**config.mk**
```make
export PLATFORM = sky130hd
export DESIGN_NAME = object_image_section_loader_top
export DESIGN_NICKNAME = d
export VERILOG_FILES = /design/src/rtl/core/oisl_pkg.sv /design/src/rtl/core/oisl_front.sv /design/src/rtl/core/oisl_queue.sv /design/src/rtl/core/oisl_back.sv /design/src/rtl/core/object_image_section_loader_top.sv
export SDC_FILE = /design/constraint.sdc
export NUM_CORES = 1
export LEC_CHECK = 0
export ABC_AREA = 1
export BUFFER_PORTS_ARGS = -buffer_cell sky130_fd_sc_hd__buf_4
export CAP_MARGIN = 15
export CORE_ASPECT_RATIO = 1.5
export CORE_MARGIN = 5
export CORE_UTILIZATION = 30
export CTS_CLUSTER_SIZE = 25
export DETAILED_ROUTE_END_ITERATION = 10
export GPL_ROUTABILITY_DRIVEN = 0
export HOLD_SLACK_MARGIN = 0.02
export REMOVE_ABC_BUFFERS = 1
export SLEW_MARGIN = 20
export SYNTH_ARGS = -nofsm -noshare
export SYNTH_HDL_FRONTEND = slang
export SYNTH_SLANG_ARGS = --single-unit
```
**constraint.sdc**
```tcl
create_clock -name i_clk -period 6.5 [get_ports i_clk]
set_input_delay 0.325 -clock i_clk [delete_from_list [all_inputs] [get_ports i_clk]]
set_output_delay 0.325 -clock i_clk [all_outputs]
set_load 0.005 [all_outputs]
```
**src/rtl/core/oisl_pkg.sv**
```systemverilog
package oisl_pkg;

    localparam int QDEPTH = 4;
    localparam int QPTR_W = $clog2(QDEPTH);
    localparam int QCNT_W = $clog2(QDEPTH + 1);

    localparam logic [15:0] SEC_CODE   = 16'hCADE;
    localparam logic [15:0] SEC_DATA   = 16'hDADA;
    localparam logic [15:0] SEC_SYMBOL = 16'hC3B7;
    localparam logic [15:0] SEC_FILE   = 16'hF17E;
    localparam logic [15:0] SEC_LINE   = 16'h715E;

    typedef enum logic [10:0] {
        PH_CODE_HI = 11'b000_0000_0001,
        PH_CODE_LO = 11'b000_0000_0010,
        PH_ADDR_HI = 11'b000_0000_0100,
        PH_ADDR_LO = 11'b000_0000_1000,
        PH_N_HI    = 11'b000_0001_0000,
        PH_N_LO    = 11'b000_0010_0000,
        PH_WORD_HI = 11'b000_0100_0000,
        PH_WORD_LO = 11'b000_1000_0000,
        PH_SKIP    = 11'b001_0000_0000,
        PH_LINE_HI = 11'b010_0000_0000,
        PH_LINE_LO = 11'b100_0000_0000
    } t_phase;

    typedef enum logic [1:0] {
        KIND_WRITE = 2'd0,
        KIND_DONE  = 2'd1,
        KIND_TRUNC = 2'd2
    } t_kind;

    // one queue entry: optional memory write, optional end-of-image status
    typedef struct packed {
        logic        wr;
        logic        fin;
        t_kind       fin_kind;
        logic [15:0] addr;
        logic [15:0] word;
        logic [31:0] total;
    } t_evt;

endpackage

```
**src/rtl/core/oisl_front.sv**
```systemverilog
module oisl_front
    import oisl_pkg::*;
#(
    parameter int ADDR_BITS = 16
) (
    input  logic       i_clk,
    input  logic       i_rst_n,
    input  logic       i_valid,
    input  logic [7:0] i_byte,
    input  logic       i_last,
    input  logic       i_qfull,
    output logic       o_ready,
    output logic       o_push,
    output t_evt       o_evt
);

    localparam logic [15:0] AMASK = 16'((32'd1 << ADDR_BITS) - 32'd1);

    t_phase      r_phase, n_phase;
    logic [7:0]  r_held, n_held;
    logic [15:0] r_kind, n_kind;
    logic [15:0] r_base, n_base;
    logic [15:0] r_rem, n_rem;
    logic [15:0] r_ofs, n_ofs;
    logic [31:0] r_total, n_total;

    logic        accept;
    logic        wr;
    logic [15:0] hw;
    logic [15:0] rem_dec;
    logic [32:0] tsum;
    logic        is_cd;
    t_phase      ph_after;

    assign accept  = i_valid && !i_qfull;
    assign o_ready = !i_qfull;
    assign hw      = {r_held, i_byte};
    assign rem_dec = r_rem - 16'd1;
    assign tsum    = {1'b0, r_total} + {17'd0, hw};
    assign is_cd   = (r_kind == SEC_CODE) || (r_kind == SEC_DATA);

    always_comb begin
        n_phase = r_phase;
        n_held  = r_held;
        n_kind  = r_kind;
        n_base  = r_base;
        n_rem   = r_rem;
        n_ofs   = r_ofs;
        n_total = r_total;
        wr      = 1'b0;
        case (r_phase)
            PH_CODE_LO: begin
                n_kind = hw;
                if (hw == SEC_CODE || hw == SEC_DATA || hw == SEC_SYMBOL || hw == SEC_LINE) begin
                    n_phase = PH_ADDR_HI;
                end else if (hw == SEC_FILE) begin
                    n_phase = PH_N_HI;
                end else begin
                    n_phase = PH_CODE_HI;
                end
            end
            PH_ADDR_HI: begin
                n_held  = i_byte;
                n_phase = PH_ADDR_LO;
            end
            PH_ADDR_LO: begin
                n_base  = hw;
                n_phase = PH_N_HI;
            end
            PH_N_HI: begin
                n_held  = i_byte;
                n_phase = PH_N_LO;
            end
            PH_N_LO: begin
                n_rem = hw;
                n_ofs = 16'd0;
                if (is_cd) begin
                    n_total = tsum[32] ? 32'hFFFF_FFFF : tsum[31:0];
                    n_phase = (hw == 16'd0) ? PH_CODE_HI : PH_WORD_HI;
                end else if (r_kind == SEC_LINE) begin
                    n_phase = PH_LINE_HI;
                end else begin
                    n_phase = (hw == 16'd0) ? PH_CODE_HI : PH_SKIP;
                end
            end
            PH_WORD_HI: begin
                n_held  = i_byte;
                n_phase = PH_WORD_LO;
            end
            PH_WORD_LO: begin
                wr      = 1'b1;
                n_ofs   = r_ofs + 16'd1;
                n_rem   = rem_dec;
                n_phase = (rem_dec == 16'd0) ? PH_CODE_HI : PH_WORD_HI;
            end
            PH_SKIP: begin
                n_rem = rem_dec;
                if (rem_dec == 16'd0) begin
                    n_phase = PH_CODE_HI;
                end
            end
            PH_LINE_HI: begin
                n_held  = i_byte;
                n_phase = PH_LINE_LO;
            end
            PH_LINE_LO: begin
                n_phase = PH_CODE_HI;
            end
            default: begin
                n_held  = i_byte;
                n_phase = PH_CODE_LO;
            end
        endcase
        ph_after = n_phase;
        if (i_last) begin
            n_phase = PH_CODE_HI;
            n_held  = 8'd0;
            n_kind  = 16'd0;
            n_base  = 16'd0;
            n_rem   = 16'd0;
            n_ofs   = 16'd0;
        end
    end

    always_comb begin
        o_evt.wr       = wr;
        o_evt.fin      = i_last;
        o_evt.fin_kind = (ph_after == PH_CODE_HI || ph_after == PH_CODE_LO) ?
                         KIND_DONE : KIND_TRUNC;
        o_evt.addr     = (r_base + r_ofs) & AMASK;
        o_evt.word     = hw;
        o_evt.total    = n_total;
    end

    assign o_push = accept && (wr || i_last);

    always_ff @(posedge i_clk) begin
        if (!i_rst_n) begin
            r_phase <= PH_CODE_HI;
            r_held  <= 8'd0;
            r_kind  <= 16'd0;
            r_base  <= 16'd0;
            r_rem   <= 16'd0;
            r_ofs   <= 16'd0;
            r_total <= 32'd0;
        end else if (accept) begin
            r_phase <= n_phase;
            r_held  <= n_held;
            r_kind  <= n_kind;
            r_base  <= n_base;
            r_rem   <= n_rem;
            r_ofs   <= n_ofs;
            r_total <= n_total;
        end
    end

endmodule

```
**src/rtl/core/oisl_queue.sv**
```systemverilog
module oisl_queue
    import oisl_pkg::*;
(
    input  logic i_clk,
    input  logic i_rst_n,
    input  logic i_push,
    input  t_evt i_evt,
    input  logic i_pop,
    output logic o_full,
    output logic o_valid,
    output t_evt o_head
);

    t_evt              r_mem [QDEPTH];
    logic [QPTR_W-1:0] r_wp, r_rp;
    logic [QCNT_W-1:0] r_cnt, n_cnt;

    assign o_full  = (r_cnt == QCNT_W'(QDEPTH));
    assign o_valid = (r_cnt != '0);
    assign o_head  = r_mem[r_rp];

    always_comb begin
        n_cnt = r_cnt;
        if (i_push && !i_pop) begin
            n_cnt = r_cnt + 1'b1;
        end else if (!i_push && i_pop) begin
            n_cnt = r_cnt - 1'b1;
        end
    end

    always_ff @(posedge i_clk) begin
        if (i_push) begin
            r_mem[r_wp] <= i_evt;
        end
    end

    always_ff @(posedge i_clk) begin
        if (!i_rst_n) begin
            r_wp  <= '0;
            r_rp  <= '0;
            r_cnt <= '0;
        end else begin
            if (i_push) begin
                r_wp <= r_wp + 1'b1;
            end
            if (i_pop) begin
                r_rp <= r_rp + 1'b1;
            end
            r_cnt <= n_cnt;
        end
    end

endmodule

```
**src/rtl/core/oisl_back.sv**
```systemverilog
module oisl_back
    import oisl_pkg::*;
(
    input  logic        i_clk,
    input  logic        i_rst_n,
    input  logic        i_valid,
    input  t_evt        i_head,
    output logic        o_pop,
    output logic        o_tvalid,
    input  logic        i_tready,
    output logic [63:0] o_tdata,
    output logic [1:0]  o_tuser,
    output logic        o_tlast
);

    logic r_sub, n_sub;
    logic show_end;
    logic xfer;

    assign show_end = r_sub || !i_head.wr;
    assign xfer     = i_valid && i_tready;
    assign o_tvalid = i_valid;
    assign o_tlast  = show_end || !i_head.fin;
    assign o_pop    = xfer && o_tlast;
    assign o_tuser  = show_end ? i_head.fin_kind : KIND_WRITE;
    assign o_tdata  = show_end ? {i_head.total, 32'd0}
                               : {i_head.total, i_head.word, i_head.addr};

    always_comb begin
        n_sub = r_sub;
        if (xfer) begin
            n_sub = !show_end && i_head.fin;
        end
    end

    always_ff @(posedge i_clk) begin
        if (!i_rst_n) begin
            r_sub <= 1'b0;
        end else begin
            r_sub <= n_sub;
        end
    end

endmodule

```
**src/rtl/core/object_image_section_loader_top.sv**
```systemverilog
// Object image loader: takes one image byte per cycle on the slave stream and parses
// big-endian sections (code/data words become memory-write words; symbol, filename and
// line sections are skipped). A byte flagged with tlast closes the image with a
// complete or truncated status word. Input is taken every cycle while the 4-entry
// queue between parser and output stage has room; a byte that yields both a write and
// a status word sends the write first and the status word after it; sustained rate is
// one byte per cycle while the master side stays ready. Results are queued in registers.
module object_image_section_loader_top
    import oisl_pkg::*;
#(
    parameter int ADDR_BITS = 16
) (
    input  logic        i_clk,
    input  logic        i_rst_n,
    input  logic        i_s_axis_tvalid,
    output logic        o_s_axis_tready,
    input  logic [7:0]  i_s_axis_tdata,   // [7:0] data_byte
    input  logic        i_s_axis_tlast,
    output logic        o_m_axis_tvalid,
    input  logic        i_m_axis_tready,
    output logic [63:0] o_m_axis_tdata,   // [15:0] write_address, [31:16] write_word,
                                          // [63:32] words_declared
    output logic [1:0]  o_m_axis_tuser,   // [1:0] result_kind
    output logic        o_m_axis_tlast
);

    logic qfull, qvalid, push, pop;
    t_evt evt, head;

    oisl_front #(
        .ADDR_BITS(ADDR_BITS)
    ) u_front (
        .i_clk   (i_clk),
        .i_rst_n (i_rst_n),
        .i_valid (i_s_axis_tvalid),
        .i_byte  (i_s_axis_tdata),
        .i_last  (i_s_axis_tlast),
        .i_qfull (qfull),
        .o_ready (o_s_axis_tready),
        .o_push  (push),
        .o_evt   (evt)
    );

    oisl_queue u_queue (
        .i_clk   (i_clk),
        .i_rst_n (i_rst_n),
        .i_push  (push),
        .i_evt   (evt),
        .i_pop   (pop),
        .o_full  (qfull),
        .o_valid (qvalid),
        .o_head  (head)
    );

    oisl_back u_back (
        .i_clk    (i_clk),
        .i_rst_n  (i_rst_n),
        .i_valid  (qvalid),
        .i_head   (head),
        .o_pop    (pop),
        .o_tvalid (o_m_axis_tvalid),
        .i_tready (i_m_axis_tready),
        .o_tdata  (o_m_axis_tdata),
        .o_tuser  (o_m_axis_tuser),
        .o_tlast  (o_m_axis_tlast)
    );

`ifndef NO_ASSERTIONS
    a_status_last: assert property (@(posedge i_clk) disable iff (!i_rst_n)
        o_m_axis_tvalid && o_m_axis_tuser != KIND_WRITE |-> o_m_axis_tlast)
        else $error("status word without tlast");

    a_status_zero: assert property (@(posedge i_clk) disable iff (!i_rst_n)
        o_m_axis_tvalid && o_m_axis_tuser != KIND_WRITE |-> o_m_axis_tdata[31:0] == 32'd0)
        else $error("status word carries address or data");

    a_total_mono: assert property (@(posedge i_clk) disable iff (!i_rst_n)
        o_m_axis_tvalid && i_m_axis_tready |=>
        !o_m_axis_tvalid || o_m_axis_tdata[63:32] >= $past(o_m_axis_tdata[63:32]))
        else $error("declared total went backwards");
`endif

endmodule
```
Word-level counts from Yosys, hierarchy flattened
Memory sizes are Yosys's and may differ from the RTL's. A register that Yosys moved wholly into a read port is not among the register bits.
Cells that the tools add are included.
{"block": "word_totals", "register_bits": 123, "ramBits": 272, "inputBits": 13, "output_inout_bits": 69, "mem_count": 1}
{"block": "classes", "n_addsub": 8, "eq_ne": 22, "n_mux": 33, "n_reduce_logical": 36}
{"name": "u_queue.r_mem", "words": 4, "width": 68, "rd": 1, "rd_clocked_by_memory_dff": 1, "wr": 1, "line": "oisl_queue.sv:14", "text": "t_evt r_mem [QDEPTH];"}
{"op": "32-bit 2-to-1 mux", "n": 4}
{"op": "11-bit one-hot mux with 10 select lines", "n": 1}
{"op": "16-bit equality test (second input constant)", "n": 6}
{"op": "16-bit 2-to-1 mux", "n": 6}
{"op": "16-bit one-hot mux with 2 select lines", "n": 2}
{"op": "11-bit 2-to-1 mux", "n": 5}
{"op": "32-bit by 16-bit adder with 33-bit output", "n": 1}
{"op": "16-bit by 15-bit equality test with 1-bit output (second input constant)", "n": 2}
{"op": "16-bit logical NOT", "n": 2}
{"op": "11-bit by 2-bit equality test with 1-bit output (second input constant)", "n": 2}
{"op": "16-bit by 1-bit adder with 16-bit output (second input constant)", "n": 1}
{"op": "16-bit adder", "n": 1}
{"op": "8-bit 2-to-1 mux", "n": 2}
{"op": "16-bit by 1-bit subtractor with 16-bit output (second input constant)", "n": 1}
{"op": "7-bit 2-to-1 mux", "n": 2}
{"op": "11-bit by 1-bit equality test with 1-bit output (second input constant)", "n": 1}
{"op": "11-bit by 10-bit equality test with 1-bit output (second input constant)", "n": 1}
{"op": "11-bit equality test (second input constant)", "n": 1}
{"op": "11-bit by 3-bit equality test with 1-bit output (second input constant)", "n": 1}
{"op": "11-bit by 4-bit equality test with 1-bit output (second input constant)", "n": 1}
{"op": "11-bit by 5-bit equality test with 1-bit output (second input constant)", "n": 1}
{"op": "11-bit by 6-bit equality test with 1-bit output (second input constant)", "n": 1}
{"op": "11-bit by 7-bit equality test with 1-bit output (second input constant)", "n": 1}
{"op": "11-bit by 8-bit equality test with 1-bit output (second input constant)", "n": 1}
{"op": "19 further kinds", "n": 52}

Depth between registers and ports, before layout
Gate-level depths: netlist of run 1.
{"block": "depth", "word_depth": 9, "mapped_depth": 15}

Modules after synthesis
From an unflattened synthesis of run 1, not the netlist that was laid out.
{"block": "hier_totals", "hier_cells": 2104, "hier_area_um2": 19610.1}
{"module": "oisl_queue", "instances": 1, "cells_each": 716, "area_per_inst_um2": 10506.3, "seq_area_each_um2": 8348.0}
{"module": "oisl_front", "instances": 1, "cells_each": 1271, "area_per_inst_um2": 8416.8, "seq_area_each_um2": 2302.2}
{"module": "oisl_back", "instances": 1, "cells_each": 117, "area_per_inst_um2": 686.9, "seq_area_each_um2": 20.0}

Worst setup path after synthesis of run 1
OpenSTA, ideal clock, no wires.
{"block": "synth_path", "kind": "register to register", "startpoint": "reg u_front.r_phase[2]", "endpoint": "mem u_queue.r_mem[0][0] in the netlist's numbering, enable pin", "setup_ns": 0.494, "arrival_ns": 4.086, "t_required_ns": 6.006, "path_slack_ns": 1.919, "path_stages_with_launch": 10, "path_buffers": 0, "synth_period_minus_slack_ns": 4.581, "path_cell_list": "dfxtp_1 > nor2_1 > nand2_2 > inv_1 > nand2_4 > nor2_8 > nor2_4 > nor2_1 > inv_1 > nor2_1"}
{"element": "start: declaration", "line": "oisl_front.sv:19", "text": "t_phase r_phase, n_phase;"}
{"element": "start signal: assignment", "line": "oisl_front.sv:147", "text": "r_phase <= n_phase;"}
{"element": "end: declaration", "line": "oisl_queue.sv:14"}

==> flow_summary.json, run 1 <==
{
  "outcome": "finished clean",
  "synth_area_um2": 18750,
  "min_path_cells": 1,
  "num_vias": 14490,
  "detail-route-antenna-nets": 0,
  "post_cts_resized": 0,
  "ys_types": 53,
  "yosys_register_bits": 397,
  "r2r-end": "u_queue.r_mem[0][64]$_DFFE_PP_",
  "skew_ns": 0.02260,
  "grt_usage": 0.1421,
  "synth-compound-area-share": 0.1388,
  "muxShareOfSynthArea": 0,
  "cts_root_buf": "clkbuf_16",
  "clk_latency_ns": 0.53,
  "fin_nets": 2155,
  "r2r-start": "u_queue.r_cnt[0]$_SDFFE_PN0P_",
  "hold_buffers": 0,
  "cts_tree": "yes",
  "wl_per_cell_um": 17.07,
  "post-route-period-util": 0.5520,
  "wl_mm": 49.91,
  "synth_top_area_share": 0.4355,
  "maxCapViolations": 0,
  "final_core_util": 0.3440,
  "fin_ws_ns": 2.912,
  "synth_edf_count": 272,
  "overflow": 0,
  "ir_drop_v": 0.0001641,
  "finalCriticalPeriod_ns": 3.588,
  "rsz0062_at_grt": "false",
  "synth_top_family_by_area": "simple AND/OR/NAND/NOR gates",
  "synth-main-ff-cell": "edfxtp_1",
  "yosys.area_share.simple": 0.1897,
  "maxSlewViolCount": 0,
  "die_width_um": 214.1,
  "place_area_um2": 20140,
  "path_max_fanout": 44,
  "fmax_ghz": 0.2787,
  "cp-start-kind": "register",
  "cts_sinks": 397,
  "synthTopCellsByArea": "edfxtp_1, dfxtp_1, nor2_1",
  "grt_pass1_wl_mm": 77.62,
  "design_area_um2": 21360,
  "ys_seq_area_frac": 0.5690,
  "synth_top_area_cell": "edfxtp_1",
  "hpwl_mm": 33.85,
  "crit_type": "reg2out",
  "antenna_found_initial": 1,
  "htreeDepth": 2,
  "fillerInstances": 6199,
  "synthAdderAreaFrac": 0.02922,
  "min_from": "i_s_axis_tdata[5]",
  "drc": 0,
  "synthXorXnorAreaFrac": 0.01821,
  "setup_viol": 0,
  "ff2ff_setup_slack_ns": 2.92,
  "powerDensity_nw_per_um2": 343.6,
  "cts_setup_buffers": 0,
  "fp-row-count": 112,
  "ff2ff_path_depth": 7,
  "cts.clk_slew.worst_paths_ns": 0.06,
  "via_per_inst": 4.956,
  "power.leakage_uw": 0.008156,
  "dp_slack_ns": 2.842,
  "dieHeight_um": 316.2,
  "clockBufferDepth": 3,
  "min_path_type": "in2reg",
  "io_pins": 82,
  "finalHoldViolCount": 0,
  "diodes": 0,
  "synthesis.instances": 2052,
  "regArea_um2": 10680,
  "cp-end-kind": "primary output",
  "min_to": "u_queue.r_mem[0][37]$_DFFE_PP_",
  "start_util": 0.3021,
  "grt_pass1_vias": 14097,
  "numPortBuffers": 81,
  "firstDrtPassIters": 5,
  "relSlewSlack": 0.3232,
  "core-area_um2": 62080,
  "cp.arrival_ns": 3.26,
  "area_growth_pct": 13.88,
  "drt_iter0_drc": 1006,
  "async_flop_share": 0,
  "drive_gt1_frac": 0.1002,
  "tightest_slew_ns": 1.015,
  "yosys_warnings": 0,
  "die-area_um2": 67720,
  "grt_max_degree": 103,
  "numCtsBuffers": 36,
  "multi_input_area_um2": 7082,
  "critPathRequiredTime_ns": 6.17,
  "synth_area_per_cell_um2": 9.139
}
## flip-flops by register name, indices dropped and copies added, names as in the netlist, named ones only
name	count
u_queue.r_mem	272
u_front.r_kind	16
u_queue.r_wp	2
u_front.r_phase	11
u_queue.r_rp	2
u_back.r_sub	1
u_front.r_total	32
u_front.r_ofs	16
u_front.r_base	16
u_front.r_rem	16
u_queue.r_cnt	3
u_front.r_held	8
## logic make-up after synthesis
logic type / after synthesis
AOI/OAI and AO/OA: 487
xor gates and xnor gates: 39
adders and majority gates: 42
buffers and inverters: 263
DFF: 397
and+or+nand+nor: 824
## per-stage QoR
step,setup TNS [ns],hold slack [ns],std cells,power [uW]
finish,0,0.07187,2924,7339
global placement,0,0.4339,2860,5168
floorplan,-4.043,0.4233,1969,4265
detailed placement,0,0.4509,2860,5202
global route,0,0.05953,2924,7729
CTS,0,0.03838,2924,7435
## power by group
part           leakage (uW)  switching (uW)  internal, uW
Sequential          0.00354             178          2980
Clock              0.000591             931          1290
Combinational       0.00403            1270           695
Total               0.00816            2380          4960
## worst max-delay path: stages (launching register included)
cell	delay [ns]
dfxtp_2	0.76
buf_4	0.62
nor2_1	0.10
o21ai_0	0.10
o21ai_0	0.16
nand2_1	0.08
buf_4	0.46
a21oi_1	0.23
buf_4	0.21
## how the worst max path moves through the flow
stage / from / end / slack (ns) / depth (start not counted)
floorplan: register / u_queue.r_cnt[1]$_SDFFE_PN0P_ / -0.25 / 10
global placement: u_queue.r_cnt[0]$_SDFFE_PN0P_ / u_queue.r_mem[0][56]$_DFFE_PP_ / 2.91 / 7
detailed placement: u_queue.r_cnt[0]$_SDFFE_PN0P_ / u_queue.r_mem[3][52]$_DFFE_PP_ / 2.84 / 7
CTS: register / o_m_axis_tdata[25] / 2.83 / 5
global route: u_queue.r_cnt[0]$_SDFFE_PN0P_ / u_queue.r_mem[3][54]$_DFFE_PP_ / 2.48 / 7
finish: register / o_m_axis_tdata[25] / 2.91 / 8
## cells in the mapped netlist, types with 3 or more instances
cell type	number
a211oi_1	3
a21boi_0	3
a21oi_1	152
and2_1	3
buf_1	4
buf_2	5
buf_4	3
buf_6	3
clkbuf_1	68
dfxtp_1	125
edfxtp_1	272
fa_1	3
ha_1	39
inv_1	168
inv_2	8
nand2_1	262
nand2_2	7
nand2_4	5
nand3_1	78
nand3_2	9
nand3b_1	8
nand4_1	25
nor2_1	372
nor2_2	3
nor2_4	4
nor3_1	31
nor4_1	10
o21a_1	4
o21ai_0	251
o21ai_1	16
o21ai_2	8
o22ai_1	34
xnor2_1	16
xor2_1	23
## layer usage
metal | wire length (um) | vias up | global-route usage
met4 | 1900 | 2 | 0.05713
li1 | - | 7119 | -
met2 | 25440 | 356 | 0.2650
met1 | 20340 | 6919 | 0.1650
met5 | 13 | - | 0
met3 | 2215 | 94 | 0.01920
## final cells by class
type,count,share of cell area
flip-flops and latches,397,0.4998
multi-input cells,1392,0.3316
well taps,798,0.04675
clock buffers,47,0.04651
repair buffers,93,0.03269
inverters,180,0.03193
clock inverters,17,0.01072
## cell usage in the layout, fill, tap and decap left out, types with 3 or more instances in the layout
cell       count
bufinv_16      5
and2_1         3
clkbuf_1       7
nor2_4         8
nand3b_1       8
inv_1        167
edfxtp_1     272
a21oi_1      152
a211oi_1       3
xor2_1        23
o21a_1         4
buf_4         93
nand4_1       25
clkinv_2       5
o22ai_1       34
dfxtp_1      123
nand2_1      262
o21ai_1       16
inv_2          9
nor2_2         3
o21ai_2        8
nand3_2        9
fa_1           3
nor2_1       368
nand2_2        7
nor4_1        10
clkbuf_8       3
clkbuf_16     37
nand3_1       78
nand2_4        5
a21boi_0       3
ha_1          39
clkinv_4       3
xnor2_1       16
nor3_1        31
o21ai_0      251
Note: power is estimated with default switching activity, not from simulation.
==> run 2, diff against run 1 <==
==> constraint.sdc (replaced) <==
create_clock -name i_clk -period 3.5 [get_ports i_clk]
set_input_delay 0.175 -clock i_clk [delete_from_list [all_inputs] [get_ports i_clk]]
set_output_delay 0.175 -clock i_clk [all_outputs]
set_load 0.005 [all_outputs]
==> run 2 against run 1 <==
Compared with the run above:
- global-route usage is 0.12 points higher
- flip-flop and latch count stayed put
- clock skew is 0.0086 ns higher
- cell area is 1.7% higher
- first-iteration DRC count is 0.40% higher
- clock power is 89% higher
- routed wire length is 0.90% higher
- sequential power is 83% higher
- cell count is 1.0% higher
- via count is 2.2% higher
- critical path type is now reg2reg
==> flow_summary.json, run 2 (same netlist as run 1, synthesis figures left out) <==
{
  "outcome": "finished clean",
  "path_max_fanout": 27,
  "largest_register_ffs": 272,
  "cp-end-kind": "register",
  "maxCapViolations": 0,
  "fin_nets": 2181,
  "overflow": 0,
  "power.leakage_uw": 0.008337,
  "met2_usage": 0.2637,
  "cts_root_buf": "clkbuf_16",
  "setup_viol": 0,
  "post_cts_resized": 0,
  "htreeDepth": 2,
  "cp.arrival_ns": 2.95,
  "p_switching_uw": 4469,
  "skew_ns": 0.03118,
  "via_per_inst": 5.013,
  "share_comb_of_total_power": 0.276,
  "detail-route-antenna-nets": 0,
  "start_util": 0.3021,
  "dieHeight_um": 316.2,
  "pwr-share-clk": 0.305,
  "num_vias": 14807,
  "min_path_type": "in2reg",
  "fin_setup_tns_ns": 0,
  "cts_sinks": 397,
  "grt_max_degree": 133,
  "grt_pass1_wl_mm": 79.22,
  "finalCriticalPeriod_ns": 2.732,
  "p_sw_frac": 0.3244,
  "relSlewSlack": 0.4689,
  "ir_drop_v": 0.0003917,
  "cts.clk_slew.worst_paths_ns": 0.06,
  "grt_usage": 0.1432,
  "cts_setup_buffers": 0,
  "fillerInstances": 6171,
  "clk_latency_ns": 0.55,
  "area_growth_pct": 15.84,
  "drt_iter0_drc": 1010,
  "clockBufferDepth": 3,
  "finalHoldViolCount": 0,
  "critPathRequiredTime_ns": 3.72,
  "hpwl_mm": 33.94,
  "wl_mm": 50.36,
  "tightest_slew_ns": 0.7967,
  "layout_commonest_cell": "nor2_1",
  "fmax_ghz": 0.3661,
  "numPortBuffers": 81,
  "die_width_um": 214.1,
  "fp-row-count": 112,
  "cp-start-kind": "register",
  "whs_ns": 0.08678,
  "die-area_um2": 67720,
  "firstDrtPassIters": 5,
  "use_met1": 0.1689,
  "multi_input_area_um2": 7082,
  "regArea_um2": 10680,
  "hold_buffers": 8,
  "p_int_uw": 9309,
  "cts_tree": "yes",
  "largestRegisters": "u_queue.r_mem x272, u_front.r_total x32",
  "maxSlewViolCount": 0,
  "wl_per_cell_um": 17.05,
  "mostFrequentLayoutCells": "nor2_1, edfxtp_1, nand2_1",
  "antenna_found_initial": 2,
  "drc": 0,
  "powerDensity_nw_per_um2": 634.2,
  "grtUsageMet3": 0.01967,
  "top_register": "u_queue.r_mem",
  "grt_pass1_vias": 14595,
  "core-area_um2": 62080,
  "p_seq_frac": 0.419,
  "rsz0062_at_grt": "false",
  "io_pins": 82,
  "crit_type": "reg2reg",
  "numCtsBuffers": 37,
  "post-route-period-util": 0.7805,
  "drive_gt1_frac": 0.1077,
  "gr-max-usage-layer": "met2"
}
run 2: cell types whose count changed in the layout (fill, tap and decap cells not counted), sizes merged:
cell,before,now
buf,93,110
clkbuf,47,46
clkinv,10,15
clkinvlp,3,0
diode,0,1
dlygate4sd3,0,8
inv,179,182
run 2: path summary, 6_finish.rpt:
path / from / endpoint / slack, ns / cells after the start
hold reg to reg: u_front.r_kind[4]$_SDFFE_PN0P_ / u_front.r_kind[4]$_SDFFE_PN0P_ / 0.45 / 2
setup reg to reg: u_front.r_phase[2]$_SDFFE_PN0P_ / u_queue.r_mem[2][35]$_DFFE_PP_ / 0.77 / 10
hold / removal: i_s_axis_tlast / u_queue.r_mem[1][66]$_DFFE_PP_ / 0.09 / 1
setup / recovery: u_front.r_phase[2]$_SDFFE_PN0P_ / u_queue.r_mem[2][35]$_DFFE_PP_ / 0.77 / 10
run 2: critical path: stages (launching register included):
cell and delay [ns]:
dfxtp_1 0.33, nor2_1 0.17, nand2_2 0.13, inv_1 0.13, nand2_4 0.08, nor2_8 0.17, nor2_4 0.05, nor2_1 0.21
inv_1 0.24, nor2_4 0.56, buf_12 0.30
run 2: metal layers:
metal  routed length (um)  vias up
li1                     -     7178
met1                20700     7148
met2                25750      372
met3                 2104      107
met4                 1792        2
met5                   13        -
run 2: area by class of cell:
type,count,area share
sequential,397,0.4914
multi-input combinational,1392,0.3260
timing repair buffer,118,0.04688
tap,798,0.04596
clock buffer,46,0.04555
inverter,180,0.03139
clock inverter,22,0.01279
antenna,1,0.0001152
run 2: power by group through the flow:
stage | clock [uW] | combinational, uW | sequential, uW
finish | 4200 | 3800 | 5770
detailed placement | 0 | 3860 | 5870
global route | 4490 | 4230 | 5810
floorplan | 0 | 2000 | 5920
CTS | 4310 | 3880 | 5770
global placement | 0 | 3800 | 5860
run 2: stage by stage:
step | std cells | setup slack (ns) | power, uW | cell area (um2) | utilization
after floorplan | 1969 | -3.246 | 7922 | 18400 | -
after CTS | 2953 | 0.7605 | 13960 | 21720 | 0.3499
final | 2954 | 0.7682 | 13780 | 21730 | 0.3500
after global placement | 2877 | 0.8477 | 9656 | 20380 | 0.3282
after global routing | 2953 | 0.5692 | 14530 | 21720 | 0.3499
after detailed placement | 2877 | 0.7988 | 9725 | 20380 | 0.3282
